File: src/pst_pkg.sv
// ----------------------------------------------------------------------------
// pst_pkg
// Shared types and codes for the priority sorted table: the stored entry,
// operation and status codes, and the sequencer states.
// ----------------------------------------------------------------------------
package pst_pkg;

	localparam int HANDLE_W = 16;
	localparam int PRIO_W   = 15;
	localparam int POS_W    = 6;
	localparam int COUNT_W  = 7;

	typedef struct packed {
		logic [HANDLE_W-1:0] handle;
		logic [PRIO_W-1:0]   prio;
	} entry_t;

	typedef enum logic [1:0] {
		OP_INSERT = 2'd0,
		OP_REPRIO = 2'd1,
		OP_REMOVE = 2'd2,
		OP_READ   = 2'd3
	} op_t;

	typedef enum logic [1:0] {
		STAT_DONE    = 2'd0,
		STAT_FULL    = 2'd1,
		STAT_NOT_OCC = 2'd2
	} status_t;

	typedef enum logic [1:0] {
		S_IDLE,
		S_FETCH,
		S_SCAN,
		S_FINAL
	} seq_state_t;

endpackage

File: src/pst_mem.sv
// ----------------------------------------------------------------------------
// pst_mem
// Entry storage: one write port and one read port, read data registered.
// ----------------------------------------------------------------------------
module pst_mem
	import pst_pkg::*;
#(
	parameter int DEPTH = 64,
	localparam int AW = $clog2(DEPTH)
) (
	input  logic          clk,
	input  logic          we,
	input  logic [AW-1:0] waddr,
	input  entry_t        wdata,
	input  logic          re,
	input  logic [AW-1:0] raddr,
	output entry_t        rdata
);

	entry_t mem_q [DEPTH];
	entry_t rdata_q;

	always_ff @(posedge clk) begin
		if (we) begin
			mem_q[waddr] <= wdata;
		end
		if (re) begin
			rdata_q <= mem_q[raddr];
		end
	end

	assign rdata = rdata_q;

endmodule

File: src/pst_seq.sv
// ----------------------------------------------------------------------------
// pst_seq
// Operation sequencer: fetches the addressed entry, walks neighbors one per
// cycle while shifting them by one slot, writes the moved entry and drives
// the result beat.
// ----------------------------------------------------------------------------
module pst_seq
	import pst_pkg::*;
#(
	parameter int CAPACITY = 64,
	localparam int AW = $clog2(CAPACITY)
) (
	input  logic                clk,
	input  logic                arst_n,
	input  logic                start,
	input  logic [1:0]          op,
	input  logic [HANDLE_W-1:0] handle,
	input  logic [PRIO_W-1:0]   priority_req,
	input  logic [POS_W-1:0]    position,
	output logic                busy,
	output logic                done,
	output logic [1:0]          status,
	output logic [POS_W-1:0]    entry_position,
	output logic [HANDLE_W-1:0] entry_handle,
	output logic [PRIO_W-1:0]   entry_priority,
	output logic [COUNT_W-1:0]  entry_count,
	output logic                mem_we,
	output logic [AW-1:0]       mem_waddr,
	output entry_t              mem_wdata,
	output logic                mem_re,
	output logic [AW-1:0]       mem_raddr,
	input  entry_t              mem_rdata
);

	localparam int CW = $clog2(CAPACITY + 1);
	localparam int XW = CW + POS_W;
	localparam int PXW = AW + POS_W;
	localparam int CXW = CW + COUNT_W;

	seq_state_t state_q, state_d;
	logic [CW-1:0] cnt_q;
	logic done_q;

	op_t op_q;
	entry_t mover_q, removed_q;
	logic [PRIO_W-1:0] prio_q;
	logic [AW-1:0] pos_q, j_q, dst_q;
	logic down_q;
	logic [1:0] status_q;
	logic [POS_W-1:0] epos_q;
	logic [HANDLE_W-1:0] ehandle_q;
	logic [PRIO_W-1:0] eprio_q;
	logic [COUNT_W-1:0] ecount_q;

	op_t op_in;
	logic accept, full, pos_bad, is_insert;
	logic [XW-1:0] pos_x, cnt_x;
	logic [AW-1:0] pos_a, j_inc, j_dec, pos_inc_a, pos_dec_a;
	logic [CW-1:0] cnt_dec, pos_inc, j_next_cnt, cnt_new;
	logic pos_last, j_last, fetch_up, fetch_dn, fetch_scan, shift, scan_end;
	logic reject, emit_final;
	logic [PXW-1:0] dst_out_x, pos_out_x;
	logic [CXW-1:0] cnt_out_x, cnt_new_x;

	assign op_in     = op_t'(op);
	assign accept    = start && (state_q == S_IDLE);
	assign is_insert = (op_in == OP_INSERT);
	assign full      = (cnt_q == CW'(CAPACITY));
	assign pos_x     = XW'(position);
	assign cnt_x     = XW'(cnt_q);
	assign pos_bad   = (pos_x >= cnt_x);
	// position is below the count here, so it fits the address width
	assign pos_a     = pos_x[AW-1:0];
	assign cnt_dec   = cnt_q - CW'(1);

	assign pos_inc    = CW'(pos_q) + CW'(1);
	assign pos_last   = (pos_inc == cnt_q);
	assign pos_inc_a  = pos_q + AW'(1);
	assign pos_dec_a  = pos_q - AW'(1);
	assign j_inc      = j_q + AW'(1);
	assign j_dec      = j_q - AW'(1);
	assign j_next_cnt = CW'(j_q) + CW'(1);
	assign j_last     = (j_next_cnt == cnt_q);

	// remove walks up and shifts everything after the gap
	assign fetch_up   = (op_q == OP_REMOVE) || ((op_q == OP_REPRIO) && (prio_q > mem_rdata.prio));
	assign fetch_dn   = (op_q == OP_REPRIO) && (prio_q < mem_rdata.prio);
	assign fetch_scan = (fetch_up && !pos_last) || (fetch_dn && (pos_q != '0));

	assign shift    = down_q ? (prio_q < mem_rdata.prio)
	                         : ((op_q == OP_REMOVE) || (prio_q > mem_rdata.prio));
	assign scan_end = down_q ? (j_q == '0) : j_last;

	assign reject     = accept && (is_insert ? full : pos_bad);
	assign emit_final = (state_q == S_FINAL);

	always_comb begin
		unique case (op_q)
			OP_INSERT: cnt_new = cnt_q + CW'(1);
			OP_REMOVE: cnt_new = cnt_q - CW'(1);
			default:   cnt_new = cnt_q;
		endcase
	end

	assign dst_out_x = PXW'(dst_q);
	assign pos_out_x = PXW'(pos_q);
	assign cnt_out_x = CXW'(cnt_q);
	assign cnt_new_x = CXW'(cnt_new);

	// next state
	always_comb begin
		state_d = state_q;
		unique case (state_q)
			S_IDLE: begin
				if (accept) begin
					if (reject) begin
						state_d = S_IDLE;
					end else if (is_insert) begin
						state_d = (cnt_q == '0) ? S_FINAL : S_SCAN;
					end else begin
						state_d = S_FETCH;
					end
				end
			end
			S_FETCH: begin
				if (op_q == OP_READ) begin
					state_d = S_IDLE;
				end else begin
					state_d = fetch_scan ? S_SCAN : S_FINAL;
				end
			end
			S_SCAN: begin
				state_d = (shift && !scan_end) ? S_SCAN : S_FINAL;
			end
			S_FINAL: begin
				state_d = S_IDLE;
			end
			default: state_d = S_IDLE;
		endcase
	end

	// memory port control; a shift writes behind the walk, so a write never
	// hits an entry that is still to be read
	always_comb begin
		mem_re    = 1'b0;
		mem_raddr = '0;
		mem_we    = 1'b0;
		mem_waddr = '0;
		mem_wdata = mem_rdata;
		unique case (state_q)
			S_IDLE: begin
				if (accept && !reject) begin
					if (is_insert) begin
						mem_re    = (cnt_q != '0);
						mem_raddr = cnt_dec[AW-1:0];
					end else begin
						mem_re    = 1'b1;
						mem_raddr = pos_a;
					end
				end
			end
			S_FETCH: begin
				if (op_q != OP_READ) begin
					mem_re    = fetch_scan;
					mem_raddr = fetch_up ? pos_inc_a : pos_dec_a;
				end
			end
			S_SCAN: begin
				mem_re    = shift && !scan_end;
				mem_raddr = down_q ? j_dec : j_inc;
				mem_we    = shift;
				mem_waddr = down_q ? j_inc : j_dec;
				mem_wdata = mem_rdata;
			end
			S_FINAL: begin
				mem_we    = 1'b1;
				mem_waddr = dst_q;
				mem_wdata = mover_q;
			end
			default: begin
			end
		endcase
	end

	always_ff @(posedge clk or negedge arst_n) begin
		if (!arst_n) begin
			state_q <= S_IDLE;
			cnt_q   <= '0;
			done_q  <= 1'b0;
		end else begin
			state_q <= state_d;
			done_q  <= reject || ((state_q == S_FETCH) && (op_q == OP_READ)) || emit_final;
			if (emit_final) begin
				cnt_q <= cnt_new;
			end
		end
	end

	always_ff @(posedge clk) begin
		unique case (state_q)
			S_IDLE: begin
				if (accept) begin
					op_q    <= op_in;
					prio_q  <= priority_req;
					mover_q <= '{handle: handle, prio: priority_req};
					pos_q   <= pos_a;
					j_q     <= cnt_dec[AW-1:0];
					down_q  <= 1'b1;
					dst_q   <= '0;
				end
				if (reject) begin
					status_q  <= is_insert ? STAT_FULL : STAT_NOT_OCC;
					epos_q    <= '0;
					ehandle_q <= '0;
					eprio_q   <= '0;
					ecount_q  <= cnt_out_x[COUNT_W-1:0];
				end
			end
			S_FETCH: begin
				removed_q <= mem_rdata;
				mover_q   <= (op_q == OP_REMOVE) ? entry_t'('0)
				                                 : entry_t'{handle: mem_rdata.handle, prio: prio_q};
				down_q    <= fetch_dn;
				j_q       <= fetch_up ? pos_inc_a : pos_dec_a;
				dst_q     <= pos_q;
				if (op_q == OP_READ) begin
					status_q  <= STAT_DONE;
					epos_q    <= pos_out_x[POS_W-1:0];
					ehandle_q <= mem_rdata.handle;
					eprio_q   <= mem_rdata.prio;
					ecount_q  <= cnt_out_x[COUNT_W-1:0];
				end
			end
			S_SCAN: begin
				j_q   <= down_q ? j_dec : j_inc;
				// stop on a kept neighbor: the mover lands next to it
				dst_q <= shift ? j_q : (down_q ? j_inc : j_dec);
			end
			S_FINAL: begin
				status_q <= STAT_DONE;
				ecount_q <= cnt_new_x[COUNT_W-1:0];
				if (op_q == OP_REMOVE) begin
					epos_q    <= pos_out_x[POS_W-1:0];
					ehandle_q <= removed_q.handle;
					eprio_q   <= removed_q.prio;
				end else begin
					epos_q    <= dst_out_x[POS_W-1:0];
					ehandle_q <= mover_q.handle;
					eprio_q   <= mover_q.prio;
				end
			end
			default: begin
			end
		endcase
	end

	assign busy           = (state_q != S_IDLE);
	assign done           = done_q;
	assign status         = status_q;
	assign entry_position = epos_q;
	assign entry_handle   = ehandle_q;
	assign entry_priority = eprio_q;
	assign entry_count    = ecount_q;

endmodule

File: src/priority_sorted_table.sv
// ----------------------------------------------------------------------------
// priority_sorted_table
// Table of handle/priority pairs kept in ascending priority order.
// ----------------------------------------------------------------------------
// Pulse start while busy is low to issue one operation: insert, reprioritize,
// remove or read. Exactly one result beat follows on done, one cycle wide,
// and it cannot be held off, so capture it when done is high. The table lives
// in a single memory with one read and one write port, and neighbors move one
// slot per cycle through it. A rejected operation (full table, position not
// occupied) gives its beat in the cycle after start and does not raise busy;
// a read passes through the fetch state only. An insert scans down from the
// last entry, shifting each entry of greater priority up one slot, and writes
// itself in the final state. A reprioritize or remove fetches its entry,
// shifts neighbors one slot as the new priority or the gap calls for, and
// ends in the final state. When busy was raised, the result beat shows in
// the first cycle with busy low. After reset the count is zero; slots beyond
// the count are never read, so no clearing pass is needed and the block
// accepts work right away.
module priority_sorted_table
	import pst_pkg::*;
#(
	parameter int CAPACITY = 64
) (
	input  logic                clk,
	input  logic                arst_n,
	input  logic                start,
	input  logic [1:0]          op,
	input  logic [HANDLE_W-1:0] handle,
	input  logic [PRIO_W-1:0]   priority_req,
	input  logic [POS_W-1:0]    position,
	output logic                busy,
	output logic                done,
	output logic [1:0]          status,
	output logic [POS_W-1:0]    entry_position,
	output logic [HANDLE_W-1:0] entry_handle,
	output logic [PRIO_W-1:0]   entry_priority,
	output logic [COUNT_W-1:0]  entry_count
);

	localparam int AW = $clog2(CAPACITY);

	logic          mem_we, mem_re;
	logic [AW-1:0] mem_waddr, mem_raddr;
	entry_t        mem_wdata, mem_rdata;

	pst_mem #(
		.DEPTH(CAPACITY)
	) u_mem (
		.clk  (clk),
		.we   (mem_we),
		.waddr(mem_waddr),
		.wdata(mem_wdata),
		.re   (mem_re),
		.raddr(mem_raddr),
		.rdata(mem_rdata)
	);

	pst_seq #(
		.CAPACITY(CAPACITY)
	) u_seq (
		.clk           (clk),
		.arst_n        (arst_n),
		.start         (start),
		.op            (op),
		.handle        (handle),
		.priority_req  (priority_req),
		.position      (position),
		.busy          (busy),
		.done          (done),
		.status        (status),
		.entry_position(entry_position),
		.entry_handle  (entry_handle),
		.entry_priority(entry_priority),
		.entry_count   (entry_count),
		.mem_we        (mem_we),
		.mem_waddr     (mem_waddr),
		.mem_wdata     (mem_wdata),
		.mem_re        (mem_re),
		.mem_raddr     (mem_raddr),
		.mem_rdata     (mem_rdata)
	);

endmodule
File: config.mk
export PLATFORM = sky130hd
export DESIGN_NAME = priority_sorted_table
export DESIGN_NICKNAME = d
export VERILOG_FILES = /design/src/pst_pkg.sv /design/src/pst_mem.sv /design/src/pst_seq.sv /design/src/priority_sorted_table.sv
export SDC_FILE = /design/constraint.sdc
export NUM_CORES = 2
export LEC_CHECK = 0
export ABC_AREA = 1
export BUFFER_PORTS_ARGS = -buffer_cell sky130_fd_sc_hd__buf_2
export CAP_MARGIN = 20
export CORE_ASPECT_RATIO = 1.2
export CORE_UTILIZATION = 38
export CTS_CLUSTER_DIAMETER = 30
export DETAILED_ROUTE_END_ITERATION = 7
export PLACE_DENSITY = 0.62
export SLEW_MARGIN = 20
export SYNTH_ARGS = -nofsm -noshare
export SYNTH_HDL_FRONTEND = slang
export SYNTH_SLANG_ARGS = --single-unit
File: constraint.sdc
create_clock -name clk -period 11.5 [get_ports clk]
set_input_delay 2.3 -clock clk [delete_from_list [all_inputs] [get_ports clk]]
set_output_delay 2.3 -clock clk [all_outputs]
set_load 0.005 [all_outputs]
## After elaboration in Yosys (flattened, before gate mapping)

Memory sizes are Yosys's and may differ from the RTL's. A register that Yosys moved wholly into a read port is not among the register bits.
Index checks and enable logic that the tools add are counted.

- Flip-flop bits (word level): 154
- Bits in writable memories: 1,984
- Word-level logic and storage cells: 132
- Memories: 1

- Add/subtract/negate cells: 8
- Order comparisons: 3
- Eq/ne operators: 13
- Muxes and demuxes: 57
- Reductions and logical operators: 32

Memory list:

| memory | words | width | read ports | clocked after Yosys merged registers in | write ports | line | source |
|---|---|---|---|---|---|---|---|
| u_mem.mem_q | 64 | 31 | 1 | 1 | 1 | pst_mem.sv:20 | `entry_t mem_q [DEPTH];` |

Operators with widths:

| cell | count |
|---|---|
| 31-bit 2-to-1 mux | 3 |
| 6-bit 2-to-1 mux | 12 |
| 6-bit one-hot mux with 3 select lines | 4 |
| 31-bit one-hot mux with 2 select lines | 1 |
| 16-bit 2-to-1 mux | 3 |
| 16-bit one-hot mux with 3 select lines | 1 |
| 15-bit 2-to-1 mux | 3 |
| 15-bit one-hot mux with 3 select lines | 1 |
| 7-bit one-hot mux with 3 select lines | 1 |
| 15-bit > comparator | 1 |
| 15-bit less-than comparator | 1 |
| 6-bit by 1-bit adder with 7-bit output (second input constant) | 2 |
| 7-bit equality test | 2 |
| 2-bit 2-to-1 mux | 7 |
| 7-bit 2-to-1 mux | 2 |
| 7-bit one-hot mux with 2 select lines | 1 |
| 6-bit by 1-bit adder with 6-bit output (second input constant) | 2 |
| 1-bit 2-to-1 mux | 12 |
| 6-bit one-hot mux with 2 select lines | 1 |
| 6-bit by 1-bit subtractor with 6-bit output (second input constant) | 2 |
| 1-bit logical AND | 9 |
| 2-bit equality test (second input constant) | 4 |
| 2-bit one-hot mux with 4 select lines | 1 |
| 7-bit by 1-bit adder with 7-bit output (second input constant) | 1 |
| 20 further kinds | 36 |

## Longest topological paths before layout

- Word-level depth: 8
- Mapped depth: 29
- Gate-level depth less buffers: 27

## Cells and area by module

Synthesis repeated with hierarchy kept, for this count alone.

- Cell total of the unflattened synthesis: 7,685
- Area, all modules: 89,379.5 sq um

By module, submodules not included:

| module | times used | cells an instance | area an instance (sq um) | sequential area each (sq um) |
|---|---|---|---|---|
| pst_mem | 1 | 6,726 | 80,772.5 | 60,508.0 |
| pst_seq | 1 | 959 | 8,607.0 | 4,574.4 |

## Worst setup path after synthesis

OpenSTA, ideal clock, no wires.

- Path kind: input to register
- Start: in start
- End: reg u_seq.ecount_q[0], in the netlist u_seq.entry_count[0] (enable)
- Arrival: 6.506 ns
- Slack: 4.475 ns
- Cell stages on the path: 4
- Path buffers: 0
- Cell sequence: nand2_1 inv_1 nand3_1 a211oi_1

- Longest elaborated chain between the ends: 4

RTL lines:

| item | line | source |
|---|---|---|
| start: declaration | priority_sorted_table.sv:26 | `input logic start,` |
| 1-bit logical AND | pst_seq.sv:66 | `assign accept = start && (state_q == S_IDLE);` |
| 1-bit logical AND | pst_seq.sv:94 | `assign reject = accept && (is_insert ? full : pos_bad);` |
| 2-bit by 1-bit != test with 1-bit output (no source line) | - |  |
| 3-bit AND reduction (no source line) | - |  |
| end signal: assignment | pst_seq.sv:216 | `ecount_q <= cnt_out_x[COUNT_W-1:0];` |
| end signal: assignment | pst_seq.sv:231 | `ecount_q <= cnt_out_x[COUNT_W-1:0];` |
| end signal: assignment | pst_seq.sv:241 | `ecount_q <= cnt_new_x[COUNT_W-1:0];` |
| end: declaration | pst_seq.sv:53 | `logic [COUNT_W-1:0] ecount_q;` |

Every way passes these cells.
A chain may end at the register's enable or synchronous reset.

## Final worst setup path

- Start: reg u_mem.rdata[9] (netlist name)
- End: reg u_mem.rdata[29] (netlist name)

- Longest elaborated chain between the ends: 7
- Elaborated cells between the ends (all ways): 16
- Those cells by class: 2 x order compare; 6 x mux; 8 x reduce/logical

RTL lines:

| item | line | source |
|---|---|---|
| 15-bit > comparator | pst_seq.sv:86, pst_seq.sv:91 |  |
| 1-bit logical AND | pst_seq.sv:86 | `assign fetch_up = (op_q == OP_REMOVE) \|\| ((op_q == OP_REPRIO) && (prio_q > mem_rdata.prio));` |
| 1-bit logical OR | pst_seq.sv:86 |  |
| 1-bit logical AND | pst_seq.sv:88 | `assign fetch_scan = (fetch_up && !pos_last) \|\| (fetch_dn && (pos_q != '0));` |
| 1-bit logical OR | pst_seq.sv:88 |  |
| 1-bit 2-to-1 mux | pst_seq.sv:163 | `if (op_q != OP_READ) begin` |
| 1-bit one-hot mux with 3 select lines | pst_seq.sv:150 | `unique case (state_q)` |

Several ways; a longest one is shown, not always the timed one.

==> metrics.cfg <==
[place]
hpwl_mm=161
dp.cells=11645
io_buffers=89
place_area_sq_um=100000
gp_congestion=0.919

[hold_path]
whs_endpoint=u_seq.removed_q[16]
min_path_type=reg -> reg
min_from=u_mem.rdata[16]
holdPathStages=0

[sta]
hold_viol=0
period_minus_slack_ps=7960
final_max_slew_viol_count=0
setup_viol=0
skew_ps=76.4
maxSlewHeadroom_pct=17.0
rsz0062_at_grt=false
fmax_mhz=126
finalSetupTns_ps=0
tightest_slew_ps=1240
finalCritPeriodShare_pct=69.2

[worst_setup_path]
cp_max_fo=111
reg2reg_to=u_mem.rdata[29]
cp-start-kind=flip-flop
r2r_cells=26
end_kind=flip-flop
path_class=reg -> reg
rr_startpoint=u_mem.rdata[9]
reg2reg_slack_ps=3540
arrival_ps=8670
cp.required_ps=12210

[synthesis]
syn_nets=8674
ys.flop_type=edfxtp_1
synthesis.area_sq_um=96200
synth_seq_area_share_pct=67.6
syn_area_per_cell_sq_um=11.2
ys_top_cells_by_area=edfxtp_1 67%, nand3_1 11%, nand3b_1 5.8%
ys_types=42
yosysWarnings=0
synth_cells=8594
async_flop_share_pct=0.461
synth_edf_count=2159
yosys.area.top_type_share_pct=67.4
synth_top_area_cell=edfxtp_1
ys_ff_latch=2169

[power_and_ir_drop]
power.leakage_nw=43.0
power_frac_seq_pct=31.6
p_clk_share_pct=31.9
swShare_pct=41.2
peakVddDrop_v=0.000369
p_sw_mw=14.3
cellInternalPower_mw=20.5
comb_power_share_pct=36.4
p_per_area_nw_per_um2=308

[finish]
fin_nets=8728
final_common_cell=edfxtp_1
mostFrequentLayoutCells=2159 x edfxtp_1, 2065 x nand3_1, 1141 x inv_1
final_layout_size_suffix_gt1_share_pct=11.0
stdcell_area_sq_um=113000
multiInputGateArea_sq_um=24800
stdcell_count=12321
register_area_sq_um=65100
n_fill_cell=22579
syn2layout_area_growth_pct=17.3

[routing]
first_pass_iters=8
routed_wl_mm=309
viasPerCell=5.55
wl_per_cell_um=25.1
drc_errors=3
num_vias=68334
drtIter0Drc=8980
drt.antenna.violating_nets=0

[floorplanning]
row_count=202
die-height_um=553
initial_core_util_pct=38.2
die_area_sq_um=255000
die_w_um=461
io_pins=90
core-area_sq_um=252000

[clocking]
ctsResizeCount=0
postCtsHoldBufs=0
cts.sinks=2169
clkTransAtPathRegs_ps=60
cts_tree=done
numCtsBuffers=367
clk_path_buf_depth=4
postCtsSetupRepairBufs=0
clock_latency_ps=890
htree_levels=5
ctsRootBufferMaster=clkbuf_16

[global_route]
grt_max_degree=202
grt.overflow.total=0
use_met2_pct=37.3
antenna_found_initial=25
track_usage_pct=23.7
grt_pass1_vias=65642
grt_pass1_wl_mm=447
met3_usage_pct=4.59
top_usage_layer=met2
use_met1_pct=30.9

[run]
max_cap_violations=0

[status]
failed_checks=design-rule violations
run_status=complete, but fails checks

==> kinds of logic after synthesis <==
family,share of synthesized area [%]
AOI/OAI and AO/OA,1.67
xor gates and xnor gates,0.255
adders and majority gates,0.502
buffers and inverters,7.35
DFF,67.6
and+or+nand+nor,22.6
==> how the worst max path moves through the flow <==
stage	from	to	depth (start not counted)
floorplan	start	u_seq.entry_count[0]	4
global placement	position[2]	u_mem.rdata[7]	18
detailed placement	position[2]	u_mem.rdata[7]	18
CTS	u_mem.rdata[9]	u_mem.rdata[29]	26
global route	u_mem.rdata[9]	u_mem.rdata[29]	26
finish	u_mem.rdata[9]	u_mem.rdata[29]	26
==> worst max-delay path, cell delays in order, from the launching register on <==
cell and delay (ps):
edfxtp_1 700, inv_1 210, ha_1 340, nand2_1 60, inv_1 50, o21ai_0 70, a21oi_1 90, a211oi_1 810
nand2_1 250, nand3_1 170, nand2_1 110, inv_1 170, ha_1 310, xor2_1 240, nand2_1 80, nand2_1 90
inv_1 40, nand2_1 90, nand2_4 520, inv_8 950, buf_12 620, nand3_1 170, nand3_1 120, nand3_1 180
nand3_1 350, nand3_1 560, nand2_1 210
==> registers in the layout (all words and copies together), names as in the netlist <==
name / flops
u_mem.mem_q: 1984
u_seq.dst_q: 6
u_seq.entry_position: 6
u_seq.op_q: 2
u_seq.prio_q: 15
u_seq.removed_q: 31
u_seq.status: 2
u_seq.entry_priority: 15
u_seq.cnt_q: 7
u_seq.entry_count: 7
u_seq.done: 1
u_seq.state_q: 2
u_seq.mover_q: 31
u_mem.rdata: 31
u_seq.j_q: 6
u_seq.down_q: 1
u_seq.pos_q: 6
u_seq.entry_handle: 16
==> Yosys cell counts (all sizes together) (23+ instances only) <==
cell type	count
a21oi	23
o21ai	230
nor2	387
buf	371
nand3	2066
edfxtp	2159
o22ai	23
ha	37
clkbuf	204
nand2	1098
xor2	23
inv	1150
nand3b	744
==> per-stage QoR <==
| stage | hold WS [ps] | total power, mW | setup slack (ps) | utilization [%] |
|---|---|---|---|---|
| 2_1_floorplan | 426 | 18.2 | 4470 | - |
| 3_3_place_gp | 544 | 23.4 | 3390 | 39.8 |
| 3_5_place_dp | 560 | 23.5 | 3360 | 39.8 |
| 4_1_cts | 563 | 34.6 | 3900 | 44.8 |
| 5_1_grt | 563 | 35.9 | 3330 | 44.8 |
| 6_report | 580 | 34.8 | 3540 | 44.8 |
==> routing by layer <==
layer	vias to the layer above	wire length (um)
li1	29981	-
met4	12	16400
met1	33637	118000
met2	4038	142000
met5	-	85
met3	666	32700
==> power by group through the flow <==
stage / Combinational [mW] / Clock [mW] / Sequential (mW)
after global placement: 12.2 / 0 / 11.1
after detailed placement: 12.4 / 0 / 11.1
after floorplan: 7.19 / 0 / 11.0
after CTS: 12.4 / 11.2 / 11.0
final: 12.7 / 11.1 / 11.0
after global routing: 13.4 / 11.5 / 11.0
==> cell type report <==
class | count | area share, %
clock buffers | 408 | 8.42
clock inverters | 261 | 2.73
inverters | 1154 | 3.86
well taps | 3366 | 3.73
multi-input cells | 4696 | 21.9
diodes | 7 | 0.0155
repair buffers | 260 | 1.68
flip-flops and latches | 2169 | 57.6
No activity file was read; power rests on OpenSTA's default activity.
